## src/rtl/atgs_pkg.sv

```systemverilog
// ----------------------------------------------------------------------------
// atgs_pkg: gear selector shared types and constants
// Mode codes, register indexes and the structs passed between the selector
// stages.
// ----------------------------------------------------------------------------
package atgs_pkg;

  localparam int unsigned MaxGears = 3;
  localparam int unsigned NumRatios = 4;
  localparam int unsigned RevLane = 3;

  localparam logic [14:0] Q15One = 15'd32767;

  // gear mode state, one-hot
  typedef enum logic [3:0] {
    ModeParked  = 4'b0001,
    ModeNeutral = 4'b0010,
    ModeDrive   = 4'b0100,
    ModeReverse = 4'b1000
  } mode_e;

  // gear mode codes on the result port
  localparam logic [1:0] GearCodeParked  = 2'd0;
  localparam logic [1:0] GearCodeNeutral = 2'd1;
  localparam logic [1:0] GearCodeDrive   = 2'd2;
  localparam logic [1:0] GearCodeReverse = 2'd3;

  typedef enum logic [2:0] {
    CfgForwardGears   = 3'd0,
    CfgIdleRpm        = 3'd1,
    CfgRedlineRpm     = 3'd2,
    CfgSelectDeadzone = 3'd3,
    CfgStandstillRpm  = 3'd4,
    CfgShiftThresh    = 3'd5,
    CfgEngineBrake    = 3'd6,
    CfgGearRatios     = 3'd7
  } cfg_idx_e;

  // effective configuration
  typedef struct packed {
    logic [1:0]                  n;
    logic [13:0]                 idle;
    logic [13:0]                 red;
    logic [14:0]                 dz;
    logic [13:0]                 still_rpm;
    logic [15:0]                 up;
    logic [15:0]                 down;
    logic [14:0]                 ebrake;
    logic [NumRatios-1:0][15:0]  ratio;
  } cfg_t;

  typedef struct packed {
    logic [14:0] fd;
    logic [14:0] rev_thr;
    logic [14:0] brake;
    logic [14:0] hand;
    logic [15:0] steer;
    logic        wheel_neg;
    logic [16:0] wabs;
  } s1_t;

  typedef struct packed {
    logic [NumRatios-1:0][24:0] prod;
    logic [28:0]                nprod;
    logic                       still;
    logic [14:0]                fd;
    logic [14:0]                rev_thr;
    logic [14:0]                rev_sel;
    logic [14:0]                brake;
    logic [14:0]                hand;
    logic [15:0]                steer;
    logic                       wheel_neg;
  } s2_t;

  function automatic logic [1:0] mode_code(mode_e m);
    logic [1:0] c;
    case (m)
      ModeParked:  c = GearCodeParked;
      ModeNeutral: c = GearCodeNeutral;
      ModeDrive:   c = GearCodeDrive;
      ModeReverse: c = GearCodeReverse;
      default:     c = GearCodeNeutral;
    endcase
    return c;
  endfunction

endpackage

```

## src/rtl/auto_transmission_gear_selector.sv

```systemverilog
// ----------------------------------------------------------------------------
// auto_transmission_gear_selector: automatic gearbox mode and gear control
// Three stage pipeline: input register, ratio multiply, shift and result.
// ----------------------------------------------------------------------------
// a word passes the input register, the ratio register and the result register in order
// throughput: one word per cycle while out_ready_i is not held low; gear state updates in the last stage only
// the four 17x16 ratio multipliers and the 15x14 neutral product sit in the
// middle stage
// reset: gear mode neutral, first gear, pipeline empty, setup registers at
// their defaults
module auto_transmission_gear_selector import atgs_pkg::*; (
  input  logic               clk_i,
  input  logic               rst_ni,
  input  logic               cfg_we_i,
  input  logic        [2:0]  cfg_idx_i,
  input  logic        [63:0] cfg_wdata_i,
  input  logic               in_valid_i,
  output logic               in_ready_o,
  input  logic signed [15:0] throttle_i,
  input  logic        [14:0] brake_pedal_i,
  input  logic        [14:0] handbrake_lever_i,
  input  logic signed [15:0] steer_i,
  input  logic signed [15:0] wheel_rpm_i,
  output logic               out_valid_o,
  input  logic               out_ready_i,
  output logic        [1:0]  gear_mode_o,
  output logic        [1:0]  forward_gear_o,
  output logic        [13:0] engine_rpm_o,
  output logic        [14:0] throttle_drive_o,
  output logic        [14:0] brake_drive_o,
  output logic        [14:0] handbrake_drive_o,
  output logic signed [15:0] steer_drive_o
);

  cfg_t cfg;
  s2_t  s2;
  logic s2_valid, s2_ready;

  atgs_cfg u_cfg (
    .clk_i      (clk_i),
    .rst_ni     (rst_ni),
    .cfg_we_i   (cfg_we_i),
    .cfg_idx_i  (cfg_idx_i),
    .cfg_wdata_i(cfg_wdata_i),
    .cfg_o      (cfg)
  );

  atgs_prep u_prep (
    .clk_i            (clk_i),
    .rst_ni           (rst_ni),
    .cfg_i            (cfg),
    .in_valid_i       (in_valid_i),
    .in_ready_o       (in_ready_o),
    .throttle_i       (throttle_i),
    .brake_pedal_i    (brake_pedal_i),
    .handbrake_lever_i(handbrake_lever_i),
    .steer_i          (steer_i),
    .wheel_rpm_i      (wheel_rpm_i),
    .s2_valid_o       (s2_valid),
    .s2_o             (s2),
    .s2_ready_i       (s2_ready)
  );

  atgs_shift u_shift (
    .clk_i            (clk_i),
    .rst_ni           (rst_ni),
    .cfg_i            (cfg),
    .s2_valid_i       (s2_valid),
    .s2_i             (s2),
    .s2_ready_o       (s2_ready),
    .out_valid_o      (out_valid_o),
    .out_ready_i      (out_ready_i),
    .gear_mode_o      (gear_mode_o),
    .forward_gear_o   (forward_gear_o),
    .engine_rpm_o     (engine_rpm_o),
    .throttle_drive_o (throttle_drive_o),
    .brake_drive_o    (brake_drive_o),
    .handbrake_drive_o(handbrake_drive_o),
    .steer_drive_o    (steer_drive_o)
  );

endmodule

```

## src/rtl/atgs_cfg.sv

```systemverilog
// ----------------------------------------------------------------------------
// atgs_cfg: configuration registers
// Holds the setup registers and derives the effective gear count and redline.
// ----------------------------------------------------------------------------
module atgs_cfg import atgs_pkg::*; (
  input  logic        clk_i,
  input  logic        rst_ni,
  input  logic        cfg_we_i,
  input  logic [2:0]  cfg_idx_i,
  input  logic [63:0] cfg_wdata_i,
  output cfg_t        cfg_o
);

  logic [1:0]  fwd_gears_q;
  logic [13:0] idle_q;
  logic [13:0] red_q;
  logic [14:0] dz_q;
  logic [13:0] still_q;
  logic [31:0] thresh_q;
  logic [14:0] ebrake_q;
  logic [63:0] ratios_q;

  always_ff @(posedge clk_i or negedge rst_ni) begin
    if (!rst_ni) begin
      fwd_gears_q <= 2'd3;
      idle_q      <= 14'd800;
      red_q       <= 14'd6500;
      dz_q        <= 15'd3277;
      still_q     <= 14'd10;
      thresh_q    <= 32'd360450000;
      ebrake_q    <= '0;
      ratios_q    <= '0;
    end else if (cfg_we_i) begin
      case (cfg_idx_e'(cfg_idx_i))
        CfgForwardGears:   fwd_gears_q <= cfg_wdata_i[1:0];
        CfgIdleRpm:        idle_q      <= cfg_wdata_i[13:0];
        CfgRedlineRpm:     red_q       <= cfg_wdata_i[13:0];
        CfgSelectDeadzone: dz_q        <= cfg_wdata_i[14:0];
        CfgStandstillRpm:  still_q     <= cfg_wdata_i[13:0];
        CfgShiftThresh:    thresh_q    <= cfg_wdata_i[31:0];
        CfgEngineBrake:    ebrake_q    <= cfg_wdata_i[14:0];
        CfgGearRatios:     ratios_q    <= cfg_wdata_i;
        default: ;
      endcase
    end
  end

  always_comb begin
    // zero gears means one, capped at the gearbox size
    if (fwd_gears_q == 2'd0) begin
      cfg_o.n = 2'd1;
    end else if (32'(fwd_gears_q) > MaxGears) begin
      cfg_o.n = 2'(MaxGears);
    end else begin
      cfg_o.n = fwd_gears_q;
    end
    cfg_o.idle      = idle_q;
    cfg_o.red       = (red_q > idle_q) ? red_q : idle_q;
    cfg_o.dz        = dz_q;
    cfg_o.still_rpm = still_q;
    cfg_o.up        = thresh_q[31:16];
    cfg_o.down      = thresh_q[15:0];
    cfg_o.ebrake    = ebrake_q;
    for (int k = 0; k < NumRatios; k++) begin
      cfg_o.ratio[k] = ratios_q[16*k +: 16];
    end
  end

endmodule

```

## src/rtl/atgs_prep.sv

```systemverilog
// ----------------------------------------------------------------------------
// atgs_prep: input register and ratio multiply stage
// Clamps the driver axes, takes the wheel magnitude and forms the raw engine
// speed for every ratio plus the neutral rpm product.
// ----------------------------------------------------------------------------
module atgs_prep import atgs_pkg::*; (
  input  logic               clk_i,
  input  logic               rst_ni,
  input  cfg_t               cfg_i,
  input  logic               in_valid_i,
  output logic               in_ready_o,
  input  logic signed [15:0] throttle_i,
  input  logic        [14:0] brake_pedal_i,
  input  logic        [14:0] handbrake_lever_i,
  input  logic signed [15:0] steer_i,
  input  logic signed [15:0] wheel_rpm_i,
  output logic               s2_valid_o,
  output s2_t                s2_o,
  input  logic               s2_ready_i
);

  logic  s1_valid_q, s2_valid_q;
  logic  s1_ready, s2_ready;
  s1_t   s1_d, s1_q;
  s2_t   s2_d, s2_q;
  logic signed [15:0] thr_c;
  logic [13:0] span;

  assign s2_ready   = !s2_valid_q || s2_ready_i;
  assign s1_ready   = !s1_valid_q || s2_ready;
  assign in_ready_o = s1_ready;
  assign s2_valid_o = s2_valid_q;
  assign s2_o       = s2_q;

  always_comb begin
    // only the most negative code is outside the axis range
    thr_c = (throttle_i == 16'sh8000) ? -16'sd32767 : throttle_i;
    s1_d.fd      = (thr_c > 16'sd0) ? thr_c[14:0] : '0;
    s1_d.rev_thr = (thr_c < 16'sd0) ? 15'(-thr_c) : '0;
    s1_d.brake   = brake_pedal_i;
    s1_d.hand    = handbrake_lever_i;
    s1_d.steer   = (steer_i == 16'sh8000) ? 16'h8001 : steer_i;
    s1_d.wheel_neg = wheel_rpm_i[15];
    s1_d.wabs    = wheel_rpm_i[15] ? 17'(-{wheel_rpm_i[15], wheel_rpm_i})
                                   : {1'b0, wheel_rpm_i};
  end

  always_comb begin
    logic [32:0] p;
    span = cfg_i.red - cfg_i.idle;
    for (int k = 0; k < NumRatios; k++) begin
      p = 33'(s1_q.wabs) * 33'(cfg_i.ratio[k]);
      s2_d.prod[k] = p[32:8];
    end
    s2_d.nprod     = 29'(s1_q.fd) * 29'(span);
    s2_d.still     = s1_q.wabs <= {3'b0, cfg_i.still_rpm};
    s2_d.fd        = s1_q.fd;
    s2_d.rev_thr   = s1_q.rev_thr;
    s2_d.rev_sel   = (s1_q.rev_thr > s1_q.brake) ? s1_q.rev_thr : s1_q.brake;
    s2_d.brake     = s1_q.brake;
    s2_d.hand      = s1_q.hand;
    s2_d.steer     = s1_q.steer;
    s2_d.wheel_neg = s1_q.wheel_neg;
  end

  always_ff @(posedge clk_i or negedge rst_ni) begin
    if (!rst_ni) begin
      s1_valid_q <= 1'b0;
      s2_valid_q <= 1'b0;
    end else begin
      if (s1_ready) begin
        s1_valid_q <= in_valid_i;
      end
      if (s2_ready) begin
        s2_valid_q <= s1_valid_q;
      end
    end
  end

  always_ff @(posedge clk_i) begin
    if (in_valid_i && s1_ready) begin
      s1_q <= s1_d;
    end
    if (s1_valid_q && s2_ready) begin
      s2_q <= s2_d;
    end
  end

endmodule

```

## src/rtl/atgs_shift.sv

```systemverilog
// ----------------------------------------------------------------------------
// atgs_shift: gear mode, shift logic and result register
// Clamps the per-gear engine speeds, steps the gear mode and index and
// registers the actuator commands.
// ----------------------------------------------------------------------------
module atgs_shift import atgs_pkg::*; (
  input  logic               clk_i,
  input  logic               rst_ni,
  input  cfg_t               cfg_i,
  input  logic               s2_valid_i,
  input  s2_t                s2_i,
  output logic               s2_ready_o,
  output logic               out_valid_o,
  input  logic               out_ready_i,
  output logic        [1:0]  gear_mode_o,
  output logic        [1:0]  forward_gear_o,
  output logic        [13:0] engine_rpm_o,
  output logic        [14:0] throttle_drive_o,
  output logic        [14:0] brake_drive_o,
  output logic        [14:0] handbrake_drive_o,
  output logic signed [15:0] steer_drive_o
);

  mode_e mode_d, mode_q;
  logic [1:0]  idx_d, idx_q;
  logic        out_valid_q;
  logic        take;
  logic [1:0]  n_m1;
  logic [NumRatios-1:0][13:0] rpm_c;
  logic [13:0] neutral_rpm;
  logic [13:0] nq0, nq;
  logic [15:0] nr;
  logic [14:0] nsum;
  logic        go_fwd, go_rev, hand_on;
  logic [13:0] rpm_d, rpm_q;
  logic [14:0] thr_d, thr_q, brk_d, brk_q, hnd_d, hnd_q;
  logic [15:0] steer_q;

  assign s2_ready_o = !out_valid_q || out_ready_i;
  assign take       = s2_valid_i && s2_ready_o;
  assign n_m1       = cfg_i.n - 2'd1;

  // engine speed per ratio, clamped to idle..redline
  always_comb begin
    for (int k = 0; k < NumRatios; k++) begin
      if (s2_i.prod[k] < {11'b0, cfg_i.idle}) begin
        rpm_c[k] = cfg_i.idle;
      end else if (s2_i.prod[k] > {11'b0, cfg_i.red}) begin
        rpm_c[k] = cfg_i.red;
      end else begin
        rpm_c[k] = s2_i.prod[k][13:0];
      end
    end
  end

  // divide by 32767: quotient by shift, then one correction step
  always_comb begin
    nq0  = s2_i.nprod[28:15];
    nr   = {1'b0, s2_i.nprod[14:0]} + {2'b0, nq0};
    nq   = (nr >= {1'b0, Q15One}) ? nq0 + 14'd1 : nq0;
    nsum = {1'b0, cfg_i.idle} + {1'b0, nq};
    neutral_rpm = (nsum > {1'b0, cfg_i.red}) ? cfg_i.red : nsum[13:0];
  end

  always_comb begin
    mode_d  = mode_q;
    idx_d   = idx_q;
    go_fwd  = s2_i.fd > cfg_i.dz;
    go_rev  = s2_i.rev_sel > cfg_i.dz;
    hand_on = s2_i.hand != '0;

    // park is released by a forward go-demand, or by a reverse one with the handbrake off
    if (mode_q == ModeParked && (go_fwd || (!hand_on && go_rev))) begin
      mode_d = ModeNeutral;
    end
    if (mode_d != ModeParked) begin
      if (s2_i.still) begin
        if (hand_on && !go_fwd && !go_rev) begin
          mode_d = ModeParked;
        end else if (go_fwd) begin
          mode_d = ModeDrive;
          idx_d  = '0;
        end else if (go_rev) begin
          mode_d = ModeReverse;
        end else begin
          mode_d = ModeNeutral;
        end
      end else if (mode_d == ModeNeutral) begin
        // rolling neutral follows the wheel direction
        mode_d = s2_i.wheel_neg ? ModeReverse : ModeDrive;
      end
    end

    if (mode_d == ModeDrive) begin
      if (idx_d > n_m1) begin
        idx_d = n_m1;
      end
      for (int s = 0; s < MaxGears - 1; s++) begin
        if (idx_d < n_m1 && {2'b0, rpm_c[idx_d]} >= cfg_i.up) begin
          idx_d = idx_d + 2'd1;
        end
      end
      for (int s = 0; s < MaxGears - 1; s++) begin
        if (idx_d != 2'd0 && {2'b0, rpm_c[idx_d]} <= cfg_i.down) begin
          idx_d = idx_d - 2'd1;
        end
      end
    end

    thr_d = '0;
    brk_d = s2_i.brake;
    hnd_d = s2_i.hand;
    case (mode_d)
      ModeParked: begin
        rpm_d = neutral_rpm;
        brk_d = Q15One;
        hnd_d = Q15One;
      end
      ModeDrive: begin
        rpm_d = rpm_c[idx_d];
        thr_d = s2_i.fd;
        // engine braking when coasting
        if (s2_i.fd == '0 && !s2_i.still && cfg_i.ebrake > s2_i.brake) begin
          brk_d = cfg_i.ebrake;
        end
      end
      ModeReverse: begin
        rpm_d = rpm_c[RevLane];
        thr_d = s2_i.rev_thr;
        if (s2_i.fd > s2_i.brake) begin
          brk_d = s2_i.fd;
        end
      end
      default: begin
        rpm_d = neutral_rpm;
      end
    endcase
  end

  always_ff @(posedge clk_i or negedge rst_ni) begin
    if (!rst_ni) begin
      mode_q      <= ModeNeutral;
      idx_q       <= '0;
      out_valid_q <= 1'b0;
    end else begin
      if (take) begin
        mode_q      <= mode_d;
        idx_q       <= idx_d;
        out_valid_q <= 1'b1;
      end else if (out_ready_i) begin
        out_valid_q <= 1'b0;
      end
    end
  end

  always_ff @(posedge clk_i) begin
    if (take) begin
      rpm_q   <= rpm_d;
      thr_q   <= thr_d;
      brk_q   <= brk_d;
      hnd_q   <= hnd_d;
      steer_q <= s2_i.steer;
    end
  end

  assign out_valid_o       = out_valid_q;
  assign gear_mode_o       = mode_code(mode_q);
  assign forward_gear_o    = idx_q;
  assign engine_rpm_o      = rpm_q;
  assign throttle_drive_o  = thr_q;
  assign brake_drive_o     = brk_q;
  assign handbrake_drive_o = hnd_q;
  assign steer_drive_o     = steer_q;

endmodule

```

## config.mk

```make
export PLATFORM = sky130hd
export DESIGN_NAME = auto_transmission_gear_selector
export DESIGN_NICKNAME = d
export VERILOG_FILES = /design/src/rtl/atgs_pkg.sv /design/src/rtl/auto_transmission_gear_selector.sv /design/src/rtl/atgs_cfg.sv /design/src/rtl/atgs_prep.sv /design/src/rtl/atgs_shift.sv
export SDC_FILE = /design/constraint.sdc
export NUM_CORES = 2
export LEC_CHECK = 0
export BUFFER_PORTS_ARGS = -buffer_cell sky130_fd_sc_hd__buf_2
export CORE_MARGIN = 4
export CORE_UTILIZATION = 40
export CTS_CLUSTER_DIAMETER = 120
export DETAILED_ROUTE_END_ITERATION = 10
export SYNTH_ARGS = -nofsm -noshare
export SYNTH_HDL_FRONTEND = slang
export SYNTH_SLANG_ARGS = --single-unit
```

## constraint.sdc

```tcl
create_clock -name clk_i -period 36.7 [get_ports clk_i]
set_input_delay 5.505 -clock clk_i [delete_from_list [all_inputs] [get_ports clk_i]]
set_output_delay 5.505 -clock clk_i [all_outputs]
set_load 0.1 [all_outputs]
```

==> results_dict.tcl <==
set metrics [dict create \
    synth_area_sq_um 74700 \
    maxSlewViolCount 0 \
    r2r_start "u_cfg.idle_q[11]$_DFFE_PN0P_" \
    grt_pass1_wl_microns 359000 \
    timing.rr.end "u_shift.engine_rpm_o[8]$_DFFE_PP_" \
    boundaryPins 231 \
    antenna_found_initial 16 \
    cts_max_level 3 \
    max_stage_delay_ns 0.90 \
    place.gp.congestion 0.963 \
    finalSetupViolCount 0 \
    drc_errors 0 \
    rows 158 \
    skew_ns 0.0418 \
    synth_edf_count 391 \
    hold_class "reg -> reg" \
    hold_end "u_shift.steer_drive_o[15]$_DFFE_PP_" \
    relSlewSlack_pct 16.7 \
    initial_core_util_pct 40.3 \
    dieArea_sq_um 194000 \
    max_freq_mhz 48.1 \
    drive_above_1_share_pct 10.3 \
    startpoint_type "flop" \
    syn_inst 7509 \
    synth.avg_cell_area_sq_um 9.94 \
    numPortBuffers 230 \
    crit_path_max_fanout 34 \
    placedCellCount 9976 \
    nFillCells 18000 \
    status "finished clean" \
    nets 9522 \
    grt_overflow_total 0 \
    hpwl_microns 182000 \
    grt_start_max_net_pins 69 \
    clock_sinks 570 \
    tightest_slew_ns 1.24 \
    final_cells 10100 \
    crit_type "reg -> reg" \
    first_pass_iters 6 \
    yosysTopAreaCell "fa_1" \
    stdcell_area_sq_um 81200 \
    rsz0062_at_grt "no" \
    min_from "u_prep.s2_o[16]$_DFFE_PP_" \
    worstRegToRegCells 63 \
    fin_crit_ns 20.78 \
    cpMostUsedCell "ha_1" \
    hold_violations 0 \
    ys_types 121 \
    die_y_microns 440 \
    ys.warnings.count 0 \
    synth_flop_cell "edfxtp_1" \
    first_iter_violations 3641 \
    vias 54700 \
    cts_resized 0 \
    use_met2_pct 40.3 \
    use_met1_pct 33.1 \
    cts.reportedPaths.clkPinSlew_ns 0.07 \
    ys_ff_latch 570 \
    synth_nets 9458 \
    clock_latency_ns 0.72 \
    drt_wl_total_microns 236000 \
    timing.max_cap.violations 0 \
    cts_tree "done" \
    r2r_slack_ns 15.92 \
    path_delay_family "compound AO/OA/AOI/OAI gates" \
    mostFrequentLayoutCells "1291 x inv_1, 984 x fa_1, 844 x nand2_1" \
    core_sq_um 185000 \
    synth-seq-area-share_pct 21.8 \
    cp.arrival_ns 21.20 \
    final_antenna_net_count 0 \
    min_period_over_period_pct 56.6 \
    final_common_cell "inv_1" \
    hold_buffers 0 \
    synth_top_area_share_pct 26.4 \
    dpl-instance-area_sq_um 78400 \
    grtUsageMet3_pct 4.01 \
    hold_depth 0 \
    grt_pass1_vias 57200 \
    post_cts_buffers 0 \
    die_x_microns 440 \
    vias_per_cell 5.41 \
    routedWlPerCell_microns 23.3 \
    cts.path.max_buffers 3 \
    worstPathRequired_ns 37.12 \
    end_kind "flop" \
    grt.busiest_layer "met2" \
    finalSetupTns_ns 0 \
    area_delta_synth_final_pct 8.74 \
    hold_slack_ns 0.416 \
    cts-root-buf "clkbuf_16" \
    async_reset_ff_share_pct 31.4 \
    grt.total_usage_pct 24.6 \
    numCtsBuffers 75 \
    cpMaxStageDelayCell "a31oi_1" \
    crit_buf_inv 8 \
    synthTopCellsByArea "fa_1 26%, edfxtp_1 16%, ha_1 14%" \
]
## logic make-up after synthesis
group                    Yosys count  share of synthesized area (%)
multiplexers                     310                           5.05
adder cells (fa/ha/maj)         1801                           40.1
AO/OA/AOI/OAI                    825                           7.73
AND/OR/NAND/NOR                 2166                           14.7
other                              1                        0.00502
buffers and inverters           1639                           8.34
XOR/XNOR                         197                           2.32
flip-flops                       570                           21.8
## routing by layer
metal	wire, microns	share of wire, %	vias to the layer above
met5	58	0.025	-
met4	9400	4.0	10
met3	14800	6.3	397
met2	109000	46	1711
met1	103000	44	28100
li1	-	-	24500
## through the flow
step	utilization (%)	setup slack (ns)
6_report	43.8	15.92
5_1_grt	43.8	14.98
4_1_cts	43.8	16.17
3_5_place_dp	42.3	16.31
3_3_place_gp	42.3	16.48
2_1_floorplan	-	20.94
## cell type report
cell class,count,area [sq um],area share [%]
multi-input combinational,5300,52300,64.4
sequential,570,16300,20.0
inverter,1300,4880,6.01
tap,2480,3100,3.82
clock buffer,96,2120,2.62
timing repair buffer,326,1880,2.32
clock inverter,42,617,0.760
antenna,7,17.5,0.0216
## flip-flops by register name (all words and copies together), names as in the netlist
| register | cells |
|---|---|
| u_prep.s2_o | 222 |
| u_prep.s1_q | 94 |
| u_cfg.ratios_q | 64 |
| u_cfg.thresh_q | 32 |
| u_shift.steer_drive_o | 16 |
| u_cfg.dz_q | 15 |
| u_cfg.ebrake_q | 15 |
| u_shift.brake_drive_o | 15 |
| u_shift.handbrake_drive_o | 15 |
| u_shift.throttle_drive_o | 15 |
| u_cfg.idle_q | 14 |
| u_cfg.red_q | 14 |
| u_cfg.still_q | 14 |
| u_shift.engine_rpm_o | 14 |
| u_shift.mode_q | 4 |
| u_cfg.fwd_gears_q | 2 |
| u_shift.forward_gear_o | 2 |
| u_prep.s1_valid_q | 1 |
| u_prep.s2_valid_o | 1 |
| u_shift.out_valid_o | 1 |
## how the worst max path moves through the flow
stage                                 startpoint                                  to  slack [ns]  cells after the start
global placement    u_cfg.idle_q[11]$_DFFE_PN0P_   u_shift.engine_rpm_o[5]$_DFFE_PP_       16.48                     63
global route        u_cfg.idle_q[11]$_DFFE_PN0P_   u_shift.engine_rpm_o[4]$_DFFE_PP_       14.98                     64
finish              u_cfg.idle_q[11]$_DFFE_PN0P_   u_shift.engine_rpm_o[8]$_DFFE_PP_       15.92                     63
CTS                 u_cfg.idle_q[11]$_DFFE_PN0P_   u_shift.engine_rpm_o[8]$_DFFE_PP_       16.17                     63
floorplan           u_cfg.idle_q[10]$_DFFE_PN0P_  u_shift.engine_rpm_o[12]$_DFFE_PP_       20.94                     64
detailed placement  u_cfg.idle_q[11]$_DFFE_PN0P_   u_shift.engine_rpm_o[8]$_DFFE_PP_       16.31                     63
## cell usage after synthesis, drive strengths merged (12+ instances only)
| master | n |
|---|---|
| a2111oi | 12 |
| a211o | 14 |
| a211oi | 27 |
| a21o | 87 |
| a21oi | 171 |
| a22o | 15 |
| a22oi | 24 |
| a31oi | 34 |
| and2 | 668 |
| and3 | 27 |
| and4 | 14 |
| buf | 21 |
| clkbuf | 318 |
| dfrtp | 144 |
| dfstp | 35 |
| edfxtp | 391 |
| fa | 984 |
| ha | 815 |
| inv | 1297 |
| mux2 | 169 |
| mux2i | 105 |
| mux4 | 36 |
| nand2 | 845 |
| nand2b | 41 |
| nand3 | 72 |
| nand4 | 49 |
| nor2 | 164 |
| nor2b | 74 |
| nor3 | 91 |
| nor4 | 39 |
| o2111ai | 12 |
| o211a | 12 |
| o211ai | 45 |
| o21a | 49 |
| o21ai | 182 |
| o21bai | 15 |
| o31ai | 14 |
| or2 | 25 |
| or3 | 22 |
| xnor2 | 141 |
| xor2 | 56 |
Power is left out: the tool's default activity adds up to more than one toggle a clock period on the data nets, which glitch-free logic cannot reach.
